## src/mdio_c22_pkg.sv

```systemverilog
// Shared types and constants for the clause 22 MDIO management master.
// Used by mdio_c22_front, mdio_c22_queue, mdio_c22_back and mdio_clause22_master.
package mdio_c22_pkg;

    // request type codes on the input item
    localparam logic [1:0] REQ_COMMAND = 2'd0;
    localparam logic [1:0] REQ_STATUS  = 2'd1;
    localparam logic [1:0] REQ_TICK    = 2'd2;
    localparam logic [1:0] REQ_SPARE   = 2'd3;

    localparam logic [1:0] OP_READ     = 2'd2;

    // frame layout: ST=01, opcode, PHY, REG, TA=10, 16 data bits
    localparam logic [1:0] FRAME_ST    = 2'b01;
    localparam logic [1:0] FRAME_TA    = 2'b10;
    localparam logic [4:0] IDX_LAST    = 5'd31;
    localparam logic [4:0] IDX_TA      = 5'd14;
    localparam logic [4:0] IDX_DATA    = 5'd16;

    localparam logic [5:0] MAX_PREAMBLE   = 6'd32;
    localparam logic [5:0] PREAMBLE_RESET = 6'd32;

    typedef struct packed {
        logic [1:0]  req_type;
        logic        start_toggle;
        logic [1:0]  opcode;
        logic [4:0]  phy_address;
        logic [4:0]  register_address;
        logic [15:0] write_data;
        logic        mdio_in;
    } req_t;

    typedef struct packed {
        logic [15:0] read_data;
        logic        busy_res;
        logic        mdio_out;
        logic        mdio_drive_enable;
    } rsp_t;

    typedef enum logic [1:0] {
        KIND_COMMAND,
        KIND_STATUS,
        KIND_TICK
    } kind_t;

    // classified item handed from the front to the back
    typedef struct packed {
        kind_t       kind;
        logic        start_toggle;
        logic        is_read;
        logic [31:0] frame_word;
        logic        mdio_in;
    } op_t;

endpackage

```

## src/mdio_c22_front.sv

```systemverilog
// Front end: accepts request items, classifies them and prebuilds the frame word.
// Depends on mdio_c22_pkg.
module mdio_c22_front (
    input  logic                 aclk,
    input  logic                 aresetn,
    input  logic                 s_valid,
    output logic                 s_ready,
    input  mdio_c22_pkg::req_t   s_item,
    output logic                 op_valid,
    input  logic                 op_ready,
    output mdio_c22_pkg::op_t    op_item
);

    logic               vld_reg, vld_next;
    mdio_c22_pkg::op_t  op_reg, op_next;
    logic               rd;

    assign s_ready  = !vld_reg || op_ready;
    assign op_valid = vld_reg;
    assign op_item  = op_reg;

    always_comb begin
        rd = (s_item.opcode == mdio_c22_pkg::OP_READ);
        op_next = op_reg;
        op_next.start_toggle = s_item.start_toggle;
        op_next.is_read      = rd;
        op_next.mdio_in      = s_item.mdio_in;
        op_next.frame_word   = {mdio_c22_pkg::FRAME_ST, s_item.opcode, s_item.phy_address,
                                s_item.register_address, mdio_c22_pkg::FRAME_TA,
                                rd ? 16'h0000 : s_item.write_data};
        unique case (s_item.req_type) inside
            mdio_c22_pkg::REQ_COMMAND:                         op_next.kind = mdio_c22_pkg::KIND_COMMAND;
            mdio_c22_pkg::REQ_TICK:                            op_next.kind = mdio_c22_pkg::KIND_TICK;
            mdio_c22_pkg::REQ_STATUS, mdio_c22_pkg::REQ_SPARE: op_next.kind = mdio_c22_pkg::KIND_STATUS;
            default:                                           op_next.kind = mdio_c22_pkg::KIND_STATUS;
        endcase
        vld_next = vld_reg;
        if (s_valid && s_ready) begin
            vld_next = 1'b1;
        end else if (op_ready) begin
            vld_next = 1'b0;
        end
    end

    always_ff @(posedge aclk) begin
        if (!aresetn) begin
            vld_reg <= 1'b0;
        end else begin
            vld_reg <= vld_next;
        end
    end

    always_ff @(posedge aclk) begin
        if (s_valid && s_ready) begin
            op_reg <= op_next;
        end
    end

endmodule

```

## src/mdio_c22_queue.sv

```systemverilog
// Two-entry queue between the classifying front and the executing back.
// Depends on mdio_c22_pkg.
module mdio_c22_queue (
    input  logic                 aclk,
    input  logic                 aresetn,
    input  logic                 in_valid,
    output logic                 in_ready,
    input  mdio_c22_pkg::op_t    in_item,
    output logic                 out_valid,
    input  logic                 out_ready,
    output mdio_c22_pkg::op_t    out_item
);

    mdio_c22_pkg::op_t  mem [2];
    logic               wr_ptr_reg, wr_ptr_next;
    logic               rd_ptr_reg, rd_ptr_next;
    logic [1:0]         count_reg, count_next;
    logic               push, pop;

    assign in_ready  = (count_reg != 2'd2);
    assign out_valid = (count_reg != 2'd0);
    assign out_item  = mem[rd_ptr_reg];
    assign push      = in_valid && in_ready;
    assign pop       = out_valid && out_ready;

    always_comb begin
        wr_ptr_next = push ? ~wr_ptr_reg : wr_ptr_reg;
        rd_ptr_next = pop  ? ~rd_ptr_reg : rd_ptr_reg;
        count_next  = count_reg;
        if (push && !pop) begin
            count_next = count_reg + 2'd1;
        end else if (pop && !push) begin
            count_next = count_reg - 2'd1;
        end
    end

    always_ff @(posedge aclk) begin
        if (!aresetn) begin
            wr_ptr_reg <= 1'b0;
            rd_ptr_reg <= 1'b0;
            count_reg  <= 2'd0;
        end else begin
            wr_ptr_reg <= wr_ptr_next;
            rd_ptr_reg <= rd_ptr_next;
            count_reg  <= count_next;
        end
    end

    always_ff @(posedge aclk) begin
        if (push) begin
            mem[wr_ptr_reg] <= in_item;
        end
    end

endmodule

```

## src/mdio_c22_back.sv

```systemverilog
// Back end: runs the frame sequencer and registers the result, one item per cycle
// while m_ready does not stall it. Depends on mdio_c22_pkg.
module mdio_c22_back (
    input  logic                 aclk,
    input  logic                 aresetn,
    input  logic                 cfg_valid,
    input  logic [5:0]           cfg_data,
    input  logic                 op_valid,
    output logic                 op_ready,
    input  mdio_c22_pkg::op_t    op_item,
    output logic                 m_valid,
    input  logic                 m_ready,
    output mdio_c22_pkg::rsp_t   m_item
);

    logic [5:0]         preamble_reg, preamble_next;
    logic               last_start_reg, last_start_next;
    logic               busy_reg, busy_next;
    logic [6:0]         pos_reg, pos_next;
    logic [31:0]        shift_reg, shift_next;
    logic               is_read_reg, is_read_next;
    logic [15:0]        captured_reg, captured_next;
    logic               out_vld_reg, out_vld_next;
    mdio_c22_pkg::rsp_t out_reg, out_next;

    logic [5:0]         eff_pre;
    logic [6:0]         diff;
    logic [4:0]         idx;
    logic [4:0]         sh;
    logic               level, drive;
    logic               go;

    assign op_ready = !out_vld_reg || m_ready;
    assign go       = op_valid && op_ready;
    assign m_valid  = out_vld_reg;
    assign m_item   = out_reg;

    always_comb begin
        eff_pre = (preamble_reg > mdio_c22_pkg::MAX_PREAMBLE) ? mdio_c22_pkg::MAX_PREAMBLE
                                                              : preamble_reg;
        diff = pos_reg - {1'b0, eff_pre};
        idx  = (diff > {2'b00, mdio_c22_pkg::IDX_LAST}) ? mdio_c22_pkg::IDX_LAST : diff[4:0];
        sh   = ~idx;

        preamble_next   = cfg_valid ? cfg_data : preamble_reg;
        last_start_next = last_start_reg;
        busy_next       = busy_reg;
        pos_next        = pos_reg;
        shift_next      = shift_reg;
        is_read_next    = is_read_reg;
        captured_next   = captured_reg;
        level           = 1'b1;
        drive           = 1'b0;

        unique case (op_item.kind)
            mdio_c22_pkg::KIND_COMMAND: begin
                if (!busy_reg && (op_item.start_toggle != last_start_reg)) begin
                    last_start_next = op_item.start_toggle;
                    is_read_next    = op_item.is_read;
                    shift_next      = op_item.frame_word;
                    pos_next        = 7'd0;
                    busy_next       = 1'b1;
                end
            end
            mdio_c22_pkg::KIND_TICK: begin
                if (busy_reg) begin
                    if (pos_reg < {1'b0, eff_pre}) begin
                        drive    = 1'b1;
                        pos_next = pos_reg + 7'd1;
                    end else begin
                        if (is_read_reg && (idx >= mdio_c22_pkg::IDX_TA)) begin
                            // line released; sample data bits into the frame word
                            if (idx >= mdio_c22_pkg::IDX_DATA) begin
                                shift_next[sh] = op_item.mdio_in;
                            end
                        end else begin
                            level = shift_reg[sh];
                            drive = 1'b1;
                        end
                        if (idx == mdio_c22_pkg::IDX_LAST) begin
                            if (is_read_reg) begin
                                captured_next = shift_next[15:0];
                            end
                            busy_next = 1'b0;
                            pos_next  = 7'd0;
                        end else begin
                            pos_next = pos_reg + 7'd1;
                        end
                    end
                end
            end
            mdio_c22_pkg::KIND_STATUS: begin
            end
            default: begin
            end
        endcase

        out_next.read_data         = captured_next;
        out_next.busy_res          = busy_next;
        out_next.mdio_out          = level;
        out_next.mdio_drive_enable = drive;

        out_vld_next = out_vld_reg;
        if (go) begin
            out_vld_next = 1'b1;
        end else if (m_ready) begin
            out_vld_next = 1'b0;
        end
    end

    always_ff @(posedge aclk) begin
        if (!aresetn) begin
            preamble_reg   <= mdio_c22_pkg::PREAMBLE_RESET;
            last_start_reg <= 1'b0;
            busy_reg       <= 1'b0;
            pos_reg        <= 7'd0;
            shift_reg      <= 32'd0;
            is_read_reg    <= 1'b0;
            captured_reg   <= 16'd0;
            out_vld_reg    <= 1'b0;
        end else begin
            preamble_reg <= preamble_next;
            out_vld_reg  <= out_vld_next;
            if (go) begin
                last_start_reg <= last_start_next;
                busy_reg       <= busy_next;
                pos_reg        <= pos_next;
                shift_reg      <= shift_next;
                is_read_reg    <= is_read_next;
                captured_reg   <= captured_next;
            end
        end
    end

    always_ff @(posedge aclk) begin
        if (go) begin
            out_reg <= out_next;
        end
    end

endmodule

```

## src/mdio_clause22_master.sv

```systemverilog
// Top level of the clause 22 MDIO management master.
// Depends on mdio_c22_pkg, mdio_c22_front, mdio_c22_queue and mdio_c22_back.
//
// Usage:
//   s_valid/s_ready/s_item carry request items: command writes, status reads
//   and MDC bit ticks. Every request yields exactly one result item on
//   m_valid/m_ready/m_item with the captured read data, busy flag and the MDIO
//   level and drive enable for that tick (idle level 1, released otherwise).
//   cfg_valid/cfg_ready/cfg_data write the preamble length; cfg_ready is
//   always high. Write it only while no request is outstanding.
// Timing:
//   A request passes the front register, the two-entry queue and the result
//   register of the back end, which drives m_valid and m_item. One item per
//   cycle is sustained while m_ready stays high; each request is one step of
//   the frame sequencer in the back end.
// Reset (aresetn low, synchronous) empties all stages, clears the frame
// state and read data, and sets the preamble length to 32.
// Stall: when m_ready is low the result register holds; the queue and front
// register keep accepting until they fill, then s_ready drops.
module mdio_clause22_master (
    input  logic                 aclk,
    input  logic                 aresetn,
    input  logic                 cfg_valid,
    output logic                 cfg_ready,
    input  logic [5:0]           cfg_data,
    input  logic                 s_valid,
    output logic                 s_ready,
    input  mdio_c22_pkg::req_t   s_item,
    output logic                 m_valid,
    input  logic                 m_ready,
    output mdio_c22_pkg::rsp_t   m_item
);

    logic               fq_valid, fq_ready;
    mdio_c22_pkg::op_t  fq_item;
    logic               qb_valid, qb_ready;
    mdio_c22_pkg::op_t  qb_item;

    // configuration is taken in any cycle
    assign cfg_ready = 1'b1;

    // classify requests and prebuild frame words
    mdio_c22_front u_front (
        .aclk     (aclk),
        .aresetn  (aresetn),
        .s_valid  (s_valid),
        .s_ready  (s_ready),
        .s_item   (s_item),
        .op_valid (fq_valid),
        .op_ready (fq_ready),
        .op_item  (fq_item)
    );

    // decouple front and back so each can stall on its own
    mdio_c22_queue u_queue (
        .aclk      (aclk),
        .aresetn   (aresetn),
        .in_valid  (fq_valid),
        .in_ready  (fq_ready),
        .in_item   (fq_item),
        .out_valid (qb_valid),
        .out_ready (qb_ready),
        .out_item  (qb_item)
    );

    // advance the frame sequencer and register the result
    mdio_c22_back u_back (
        .aclk      (aclk),
        .aresetn   (aresetn),
        .cfg_valid (cfg_valid),
        .cfg_data  (cfg_data),
        .op_valid  (qb_valid),
        .op_ready  (qb_ready),
        .op_item   (qb_item),
        .m_valid   (m_valid),
        .m_ready   (m_ready),
        .m_item    (m_item)
    );

endmodule
```

## config.mk

```make
export PLATFORM = sky130hd
export DESIGN_NAME = mdio_clause22_master
export DESIGN_NICKNAME = d
export VERILOG_FILES = /design/src/mdio_c22_pkg.sv /design/src/mdio_c22_front.sv /design/src/mdio_c22_queue.sv /design/src/mdio_c22_back.sv /design/src/mdio_clause22_master.sv
export SDC_FILE = /design/constraint.sdc
export NUM_CORES = 1
export LEC_CHECK = 0
export BUFFER_PORTS_ARGS = -buffer_cell sky130_fd_sc_hd__buf_4
export CORE_ASPECT_RATIO = 0.6
export CORE_MARGIN = 4
export CORE_UTILIZATION = 60
export DETAILED_ROUTE_END_ITERATION = 8
export GPL_TIMING_DRIVEN = 0
export PLACE_DENSITY = 0.8
export SLEW_MARGIN = 20
export SYNTH_ARGS = -nofsm -noshare
export SYNTH_HDL_FRONTEND = slang
export SYNTH_SLANG_ARGS = --single-unit
```

## constraint.sdc

```tcl
create_clock -name aclk -period 4.1 [get_ports aclk]
set_clock_uncertainty 0.05 [all_clocks]
set_input_delay 0.205 -clock aclk [delete_from_list [all_inputs] [get_ports aclk]]
set_output_delay 0.205 -clock aclk [all_outputs]
set_load 0.03 [all_outputs]
```

==> reports/qor.txt, run 1 <==
outcome: finished, final reports clean
initial antenna violation count: 0
P_leak: 3.59 nW
antenna-violating nets left: 0
global-route wire length before repair: 33.2 mm
CP Class: reg -> reg
Yosys top cell by area: edfxtp_1
Worst EP arrival: 3.85 ns
clk buf depth: 2
GRT Util Overall: 0.270
Nets: 864
placed cell area: 0.00894 mm2
vias post-DR: 6,079
RSZ-0062 raised after global routing: false
Die Span X: 159 um
Max Cap Viol: 0
clock power share: 0.330
FMAX: 268 MHz
vias per cell: 6.11
Buf/Inv on CP: 2
core box area: 0.0131 mm2
Syn-to-layout area delta: 21.0%
Synth Warn #: 0
Fin Hold WS: 0.0158 ns
Placer Congestion: 0.973
CTS root buf: clkbuf_16
clk_lat worst skew: 0.44 ns
H-tree Lvls: 4
critical path peak fanout: 10
NetSw: 1.72 mW
routed len/inst: 20.9 um
setup bufs post-CTS: 0
hpwl dp: 14.2 mm
max reg flops: 66
Slew HR: 0.247
sequential area share after synthesis: 0.604
num ports: 65
fin crit period: 3.73 ns
violation count after the first detailed-route iteration: 728
full die area: 0.0157 mm2
Post-Route WL: 20.8 mm
number of enable flip-flop cells after synthesis: 118
PostCTS Resize Cnt: 0
synthesized area: 0.00822 mm2
DRT Pass-1 Iters: 7
most common cell in the netlist: edfxtp_1
initial core utilization: 0.626
layout filler cell count: 817
Min-Delay Path Class: in -> reg
Worst-path clk slew: 0.08 ns
Top delay family on crit path: simple AND/OR/NAND/NOR gates
synth unique cells: 64
Comb power frac: 0.223
largest net degree at the start of global routing: 34
Die Ht: 98.7 um
VDD IR max: 0.315 mV
Port Buffers: 61
Synth Register Bits: 189
Synth top cells by count: edfxtp_1 (118), dfxtp_1 (71), o21ai_0 (49)
syn nets: 745
Most used DFF post-synth: edfxtp_1
# clock sinks: 189
gr ovfl total: 0
Async SR Flop Fraction: 0
Synth Instances: 693
Sequential Power Share: 0.447
fin area: 0.00995 mm2
Final Util: 0.758
Final Max Tran Viols: 0
slowest cell delay on critical path: 0.54 ns
Place WS: 0.527 ns
P_int: 3.58 mW
crit path max-delay cell type: and2_0
Post-Place Cells: 926
vias in the first global route: 6,267
power per cell area: 532 mW/mm2
final hold violations: 0
top-area cell type share of the netlist area: 0.431
Final Setup Violations: 0
worst setup margin: 0.373 ns
mean area per synthesized cell: 11.9 um2
layout cell share with drive strength beyond 1: 0.176
# DRC: 0
TritonCTS Buffers: 17
Rows: 32
crit-path cells: inv_1, ha_1, fa_1, xor2_1, clkbuf_1, and2_0, and3_1, mux2i_1, o21ai_0
setup TNS: 0 ns
Worst setup SP type: flop
final period utilization: 0.909
Post-Layout Cell Count: 995
CTS tree: done
Sw Share: 0.324
top cells by area, synth: edfxtp_1 (43%), dfxtp_1 (17%), mux2i_1 (5.2%), o21ai_0 (3.0%), a21oi_1 (2.1%)
Critical Path RT: 4.22 ns
Tot Pwr: 5.30 mW
worst-margin pin slew: 1.13 ns
Critical Path End Type: flop
Ant. Diodes: 0
[metal layers]
metal,GRT usage,vias to the layer above,part of all wire
met3,0.0861,43,0.10
li1,-,2811,-
met2,0.404,305,0.43
met5,0,-,0
met4,0.0833,0,0.018
met1,0.381,2920,0.45
[cells by family (layout without fill, tap and decap cells)]
kind of cell / Yosys count / in the layout / synth area share
and+or+nand+nor: 195 / 195 / 0.121
DFF: 189 / 189 / 0.604
AOI/OAI and AO/OA: 168 / 168 / 0.144
buffers and inverters: 66 / 198 / 0.0327
muxes: 57 / 57 / 0.0743
adders and majority gates: 9 / 9 / 0.0146
xor gates and xnor gates: 8 / 8 / 0.00852
other: 1 / 1 / 0.000456
[cell usage in the layout, fill, tap and decap left out, types with 7 or more instances in the layout]
| cell | n |
|---|---|
| nand3_1 | 14 |
| clkbuf_16 | 17 |
| clkbuf_1 | 33 |
| ha_1 | 8 |
| o2bb2ai_2 | 10 |
| inv_1 | 22 |
| buf_4 | 63 |
| nand2b_1 | 9 |
| o2bb2ai_1 | 7 |
| and3_1 | 15 |
| nor3_1 | 17 |
| and2_1 | 17 |
| a21oi_1 | 34 |
| a221oi_1 | 14 |
| mux2i_1 | 43 |
| nand2_1 | 45 |
| nor2_1 | 44 |
| dfxtp_1 | 71 |
| edfxtp_1 | 118 |
| nor2b_1 | 8 |
| mux2_2 | 12 |
| dlygate4sd3_1 | 37 |
| a31oi_1 | 11 |
| o21ai_0 | 49 |
[path summary, 6_finish.rpt]
kind | start | to | slack, ns | cells after the start
worst max-delay path | u_back.pos_reg[0]$_SDFFE_PN0P_ | u_back.m_item[18]$_DFFE_PP_ | 0.37 | 9
worst min-delay path | s_item[1] | u_front.op_item[1]$_SDFFCE_PP0P_ | 0.02 | 2
worst max register to register | u_back.pos_reg[0]$_SDFFE_PN0P_ | u_back.m_item[18]$_DFFE_PP_ | 0.37 | 9
worst min register to register | u_front.op_item[2]$_SDFFCE_PP0P_ | u_queue.mem[0][2]$_DFFE_PP_ | 0.40 | 0
[worst reg2reg max path: cells and delay by family (launching register included)]
| family | cells | cell delay, ns |
|---|---|---|
| multiplexers | 1 | 0.34 |
| XOR/XNOR | 1 | 0.36 |
| AND/OR/NAND/NOR | 2 | 0.87 |
| adder cells (fa/ha/maj) | 2 | 0.71 |
| AO/OA/AOI/OAI | 1 | 0.16 |
| flip-flops | 1 | 0.41 |
| buffers and inverters | 2 | 0.58 |
[power groups by stage]
stage                     sequential, mW  clock [mW]  combinational (mW)
after floorplan                     2.51           0               0.615
after global placement              2.40           0                1.09
after detailed placement            2.41           0                1.13
after CTS                           2.37        1.75                1.16
after global routing                2.39        1.85                1.26
final                               2.37        1.75                1.18
[area by class of cell]
| class | instances | area (um2) | area share |
|---|---|---|---|
| Clock inverter | 15 | 214 | 0.0215 |
| Inverter | 22 | 82.6 | 0.00830 |
| Sequential cell | 189 | 4960 | 0.499 |
| Timing Repair Buffer | 100 | 868 | 0.0873 |
| Multi-Input combinational cell | 438 | 3000 | 0.301 |
| Tap cell | 170 | 213 | 0.0214 |
| Clock buffer | 17 | 425 | 0.0427 |
| Buffer | 44 | 186 | 0.0187 |
[repair_timing]
item,CTS,global route
endpoints found under the hold margin,37,0
hold buffers,37,0
endpoints found under the setup margin,0,0
No activity file was read; power rests on OpenSTA's default activity.
==> run 2, diff against run 1 <==
- CORE_UTILIZATION: 60 -> 64
- GPL_ROUTABILITY_DRIVEN: default -> 0
- PLACE_DENSITY: 0.8 -> default
- PLACE_DENSITY_LB_ADDON: default -> 0.3
- clock period: 4.1 -> 4.8 ns (I/O delays scaled with it)
==> run 2 against run 1 <==
Die area down 5.8%. Flip-flop and latch count is the same. First-iteration DRC count up 23%. Maximum frequency increased by 2.0%. Worst hold slack worse by 0.013 ns.
==> reports/qor.txt, run 2 (synthesized netlist as in run 1, its figures left out) <==
outcome: finished, final reports clean
full die area: 0.0148 mm2 (-5.8%)
vias per cell: 6.39 (+4.6%)
Die Span X: 154 um (-3.0%)
critical path peak fanout: 21 (+11)
CTS root buf: clkbuf_16
Min-Delay Path Class: in -> reg
num ports: 65 (unchanged)
worst setup margin: 1.15 ns (+0.773 ns)
layout filler cell count: 729 (-11%)
clk_lat worst skew: 0.43 ns (about the same)
Buf/Inv on CP: 3 (+1)
hpwl dp: 13.8 mm (-2.5%)
Hold Crit Depth: 3 (+1)
crit path max-delay cell type: inv_1
routed len/inst: 20.5 um (-1.9%)
TritonCTS Buffers: 17 (unchanged)
Die Ht: 95.8 um (-2.9%)
RSZ-0062 raised after global routing: false
Final Max Tran Viols: 0 (unchanged)
CTS tree: done
power per cell area: 453 mW/mm2 (-15%)
Post-Layout Cell Count: 972 (-2.3%)
Worst-path clk slew: 0.08 ns (about the same)
final hold violations: 0 (unchanged)
setup TNS: 0 ns (unchanged)
Register-to-Register Setup Slack: 1.15 ns (+0.77 ns)
# clock sinks: 189 (unchanged)
initial core utilization: 0.669 (+0.0426)
H-tree Lvls: 4 (unchanged)
layout cell share with drive strength beyond 1: 0.178 (+0.00268)
min-delay src: cfg_data[0]
Slew HR: 0.194 (-0.0530)
setup bufs post-CTS: 0 (unchanged)
Worst setup SP type: flop
Post-Place Cells: 921 (-0.54%)
most frequent cells in the layout: edfxtp_1 (118), dfxtp_1 (71), buf_4 (63)
clk buf depth: 2 (unchanged)
GRT Util Overall: 0.276 (+0.00522)
DRT Pass-1 Iters: 7 (unchanged)
P_leak: 3.50 nW (-2.4%)
violation count after the first detailed-route iteration: 892 (+23%)
CP Class: reg -> reg
Worst EP arrival: 3.87 ns (+0.02 ns)
slowest cell delay on critical path: 0.85 ns (+0.31 ns)
Reg2Reg Capture Point: u_back.shift_reg[11]$_SDFFE_PN0P_
VDD IR max: 0.359 mV (+14%)
r2r startpoint: u_queue.count_reg[0]$_SDFFE_PN0P_
crit-path cells: nor2_1, or2_2, clkbuf_1, inv_1, nand4_1, clkbuf_1, o21ai_0, a221oi_1
Place WS: 1.36 ns (+0.837 ns)
vias post-DR: 6,212 (+2.2%)
Nets: 846 (-2.1%)
Post-Route WL: 19.9 mm (-4.2%)
max reg flops: 66 (unchanged)
FF-to-FF path depth: 8 (-1)
# DRC: 0 (unchanged)
gr ovfl total: 0 (unchanged)
initial antenna violation count: 0 (unchanged)
commonest non-fill, non-tap cell in the layout: edfxtp_1
Tot Pwr: 4.41 mW (-17%)
Syn-to-layout area delta: 18.4%
Rows: 31 (-3.1%)
fin area: 0.00974 mm2 (-2.2%)
Port Buffers: 61 (unchanged)
antenna-violating nets left: 0 (unchanged)
FMAX: 274 MHz (+2.0%)
most used cell, CP: clkbuf_1
Ant. Diodes: 0 (unchanged)
largest net degree at the start of global routing: 34 (unchanged)
Hold Path Sink: u_back.preamble_reg[0]$_SDFFE_PN0P_
core box area: 0.0123 mm2 (-6.4%)
Final Setup Violations: 0 (unchanged)
Critical Path End Type: flop
Fin Hold WS: 0.00314 ns (-0.0126 ns)
Critical Path RT: 5.02 ns (+0.80 ns)
vias in the first global route: 6,076 (-3.0%)
Max Cap Viol: 0 (unchanged)
fin crit period: 3.65 ns (-0.0734 ns)
placed cell area: 0.00895 mm2 (about the same)
Top delay family on crit path: buffers and inverters
global-route wire length before repair: 31.3 mm (-5.9%)
Final Util: 0.792 (+0.0340)
worst-margin pin slew: 1.21 ns (+0.0796 ns)
final period utilization: 0.761 (-0.148)
-- run 2: worst min-delay path: stages --
cell,delay [ns]
buf_4,0.08
mux2i_1,0.06
nor2_1,0.07
-- run 2: metal layers --
layer  global-route usage  vias to the layer above  wire length, um
met5                    0                        -                0
met4               0.0918                        0              508
met3               0.0660                       65             2290
met2                0.431                      404             8930
met1                0.386                     2949             8170
li1                     -                     2794                -
-- run 2: cell type report --
type,instances,area (um2),area share
flip-flops and latches,189,4960,0.510
multi-input cells,438,3000,0.308
repair buffers,82,703,0.0722
clock buffers,17,425,0.0437
well taps,165,206,0.0212
plain buffers,44,186,0.0191
clock inverters,15,169,0.0173
inverters,22,82.6,0.00848
-- run 2: timing repair --
action                     in CTS  in global routing
setup endpoints to repair       0                  0
hold endpoints to repair       19                  0
resized for setup               0                  0
hold buffers                   19                  0
-- run 2: report_power, final --
group	internal, mW	total, mW	leakage, nW	switching [mW]
logic	0.347	1.00	1.52	0.653
clock network	0.703	1.39	0.289	0.685
registers	1.94	2.03	1.69	0.0846
-- run 2: worst max-delay path by stage --
stage	startpoint	endpoint	slack (ns)	cells after the start
2_1_floorplan	u_back.pos_reg[0]$_SDFFE_PN0P_	u_back.captured_reg[10]$_SDFFE_PN0P_	1.92	12
3_3_place_gp	u_back.pos_reg[0]$_SDFFE_PN0P_	u_back.m_item[18]$_DFFE_PP_	1.43	9
3_5_place_dp	u_back.pos_reg[0]$_SDFFE_PN0P_	u_back.m_item[18]$_DFFE_PP_	1.36	9
4_1_cts	u_back.pos_reg[0]$_SDFFE_PN0P_	u_back.m_item[18]$_DFFE_PP_	1.32	9
5_1_grt	u_queue.count_reg[0]$_SDFFE_PN0P_	u_back.shift_reg[19]$_SDFFE_PN0P_	0.93	9
6_report	u_queue.count_reg[0]$_SDFFE_PN0P_	u_back.shift_reg[11]$_SDFFE_PN0P_	1.15	8
==> run 3, diff against run 2 <==
- CORE_UTILIZATION: 64 -> 54
- clock period: 4.8 -> 2.95 ns (I/O delays scaled with it)
==> run 3 against run 2 <==
The run now ends with setup timing left. Critical path type unchanged. Highest routed layer unchanged. Worst hold slack improved by 0.012 ns. Sequential power rose by 63%. Critical endpoint is now u_back.m_item[1]$_SDFFCE_PP1P_. Largest power group unchanged. Combinational power rose by 82%.
==> reports/qor.txt, run 3 (synthesized netlist as in run 1, its figures left out) <==
initial antenna violation count: 0 (unchanged)
antenna-violating nets left: 0 (unchanged)
CTS root buf: clkbuf_16
GR peak layer: met2
Die Ht: 104 um (+8.1%)
critical path peak fanout: 6 (-71%)
Critical Path End Type: flop
num ports: 65 (unchanged)
Ant. Diodes: 0 (unchanged)
Final Setup Violations: 6 (+6)
full die area: 0.0173 mm2 (+17%)
Syn-to-layout area delta: 31.7%
most used cell, CP: o31a_1
Critical Path RT: 3.05 ns (-1.97 ns)
Worst EP arrival: 3.13 ns (-0.74 ns)
CTS tree: done
Min-Delay Path Class: in -> reg
Slew HR: 0.229 (+0.0349)
Post-Route WL: 22.0 mm (+10%)
Tot Pwr: 7.39 mW (+67%)
DRT Pass-1 Iters: 6 (-1)
min-delay src: m_ready
Worst-path clk slew: 0.08 ns (about the same)
vias per cell: 6.11 (-4.4%)
clk_lat worst skew: 0.43 ns (about the same)
r2r startpoint: u_back.preamble_reg[5]$_SDFFE_PN1P_
clk buf depth: 2 (unchanged)
global-route wire length before repair: 34.0 mm (+8.8%)
FMAX: 329 MHz (+20%)
Worst setup SP type: flop
TritonCTS Buffers: 17 (unchanged)
Buf/Inv on CP: 2 (-1)
met2 Use GR: 0.380 (-0.0510)
most frequent cells in the layout: edfxtp_1 (118), buf_4 (91), dfxtp_1 (68)
violation count after the first detailed-route iteration: 952 (+6.7%)
slowest cell delay on critical path: 0.36 ns (-0.49 ns)
P_leak: 3.83 nW (+9.4%)
largest net degree at the start of global routing: 34 (unchanged)
worst-margin pin slew: 1.16 ns (-0.0524 ns)
Port Buffers: 61 (unchanged)
met1 Track Usage GR: 0.348 (-0.0378)
VDD IR max: 0.448 mV (+25%)
crit-path cells: inv_2, nand2_1, ha_4, nor2b_4, o31a_1, buf_4, o311ai_4, o21ai_4, o31a_1, a2111oi_2, o211ai_1
core box area: 0.0147 mm2 (+19%)
CP Class: reg -> reg
# clock sinks: 189 (unchanged)
GRT Util Overall: 0.247 (-0.0284)
Final Max Tran Viols: 0 (unchanged)
CP Launch Point: u_back.preamble_reg[5]$_SDFFE_PN1P_
Rows: 34 (+9.7%)
power per cell area: 682 mW/mm2 (+50%)
Nets: 898 (+6.1%)
initial core utilization: 0.560 (-0.108)
Top delay family on crit path: compound AO/OA/AOI/OAI gates
RSZ-0062 raised after global routing: true
vias in the first global route: 6,553 (+7.9%)
hpwl dp: 13.9 mm (+0.71%)
Post-Place Cells: 954 (+3.6%)
Max Cap Viol: 0 (unchanged)
Place WS: -0.548 ns (-1.91 ns)
worst setup margin: -0.0871 ns (-1.23 ns)
commonest non-fill, non-tap cell in the layout: edfxtp_1
# DRC: 0 (unchanged)
routed len/inst: 20.8 um (+1.6%)
outcome: finished with violations
Die Span X: 167 um (+8.4%)
failing checks: setup timing
GR Util met3: 0.0716 (+0.00553)
fin crit period: 3.04 ns (-0.617 ns)
gr ovfl total: 0 (unchanged)
layout cell share with drive strength beyond 1: 0.292 (+0.114)
max reg flops: 66 (unchanged)
H-tree Lvls: 4 (unchanged)
final period utilization: 1.03 (+0.268)
vias post-DR: 6,456 (+3.9%)
final hold violations: 0 (unchanged)
crit path max-delay cell type: a2111oi_2
Post-Layout Cell Count: 1,057 (+8.7%)
-- run 3: cell types whose count changed in the layout (fill, tap and decap cells not counted), moves of 8 or more --
cell / change
buf_4: +28
dlygate4sd3_1: +20
mux2i_1: -14
o21ai_0: -12
and3_1: -11
and3_4: +10
clkbuf_1: -10
o21ai_1: +10
mux2i_2: +8
-- run 3: path summary, 6_finish.rpt --
| check | endpoint | slack (ns) | cells after the start |
|---|---|---|---|
| hold / removal | u_back.m_valid$_SDFFE_PN0P_ | 0.02 | 4 |
| hold reg to reg | u_queue.mem[1][29]$_DFFE_PP_ | 0.40 | 0 |
| setup / recovery | u_back.m_item[1]$_SDFFCE_PP1P_ | -0.09 | 11 |
| setup reg to reg | u_back.m_item[1]$_SDFFCE_PP1P_ | -0.09 | 11 |
-- run 3: metrics by stage --
| step | instance area [um2] | utilization | TNS, ns | hold WS (ns) |
|---|---|---|---|---|
| detailed placement | 8980 | 0.612 | -24.75 | 0.277 |
| finish | 10800 | 0.738 | -0.202 | 0.0152 |
| global placement | 8930 | 0.608 | -23.25 | 0.277 |
| global route | 10800 | 0.738 | -2.62 | 0.0212 |
| CTS | 10500 | 0.717 | -0.110 | 0.00541 |
| floorplan | 8220 | - | 0 | 0.196 |
-- run 3: routing by layer --
layer	vias up	wire length, um
li1	2891	-
met1	3099	9190
met2	394	10000
met3	72	2310
met4	0	495
met5	-	0
-- run 3: what timing repair did --
item,CTS,global route
setup endpoints to repair,74,67
setup buffers,18,17
resized for setup,94,51
endpoints found under the hold margin,39,0
hold buffers,39,0
gates cloned,3,0
pin swaps,28,13
-- run 3: area by class of cell --
cell class	count	area [um2]
sequential	189	4970
fill	960	3840
multi-input combinational	438	3470
timing repair buffer	139	1240
clock buffer	17	425
tap	198	248
buffer	38	231
clock inverter	15	164
inverter	22	86.3
timing repair inverter	1	5.00
-- run 3: power by group --
part | total, mW | internal [mW] | switching (mW)
Clock | 2.27 | 1.14 | 1.13
Sequential | 3.30 | 3.16 | 0.143
Combinational | 1.82 | 0.669 | 1.15
-- run 3: worst min-delay path, delay by kind of cell --
kind                   cells  cell delay, ns
buffers and inverters      1            0.08
and+or+nand+nor            3            0.23
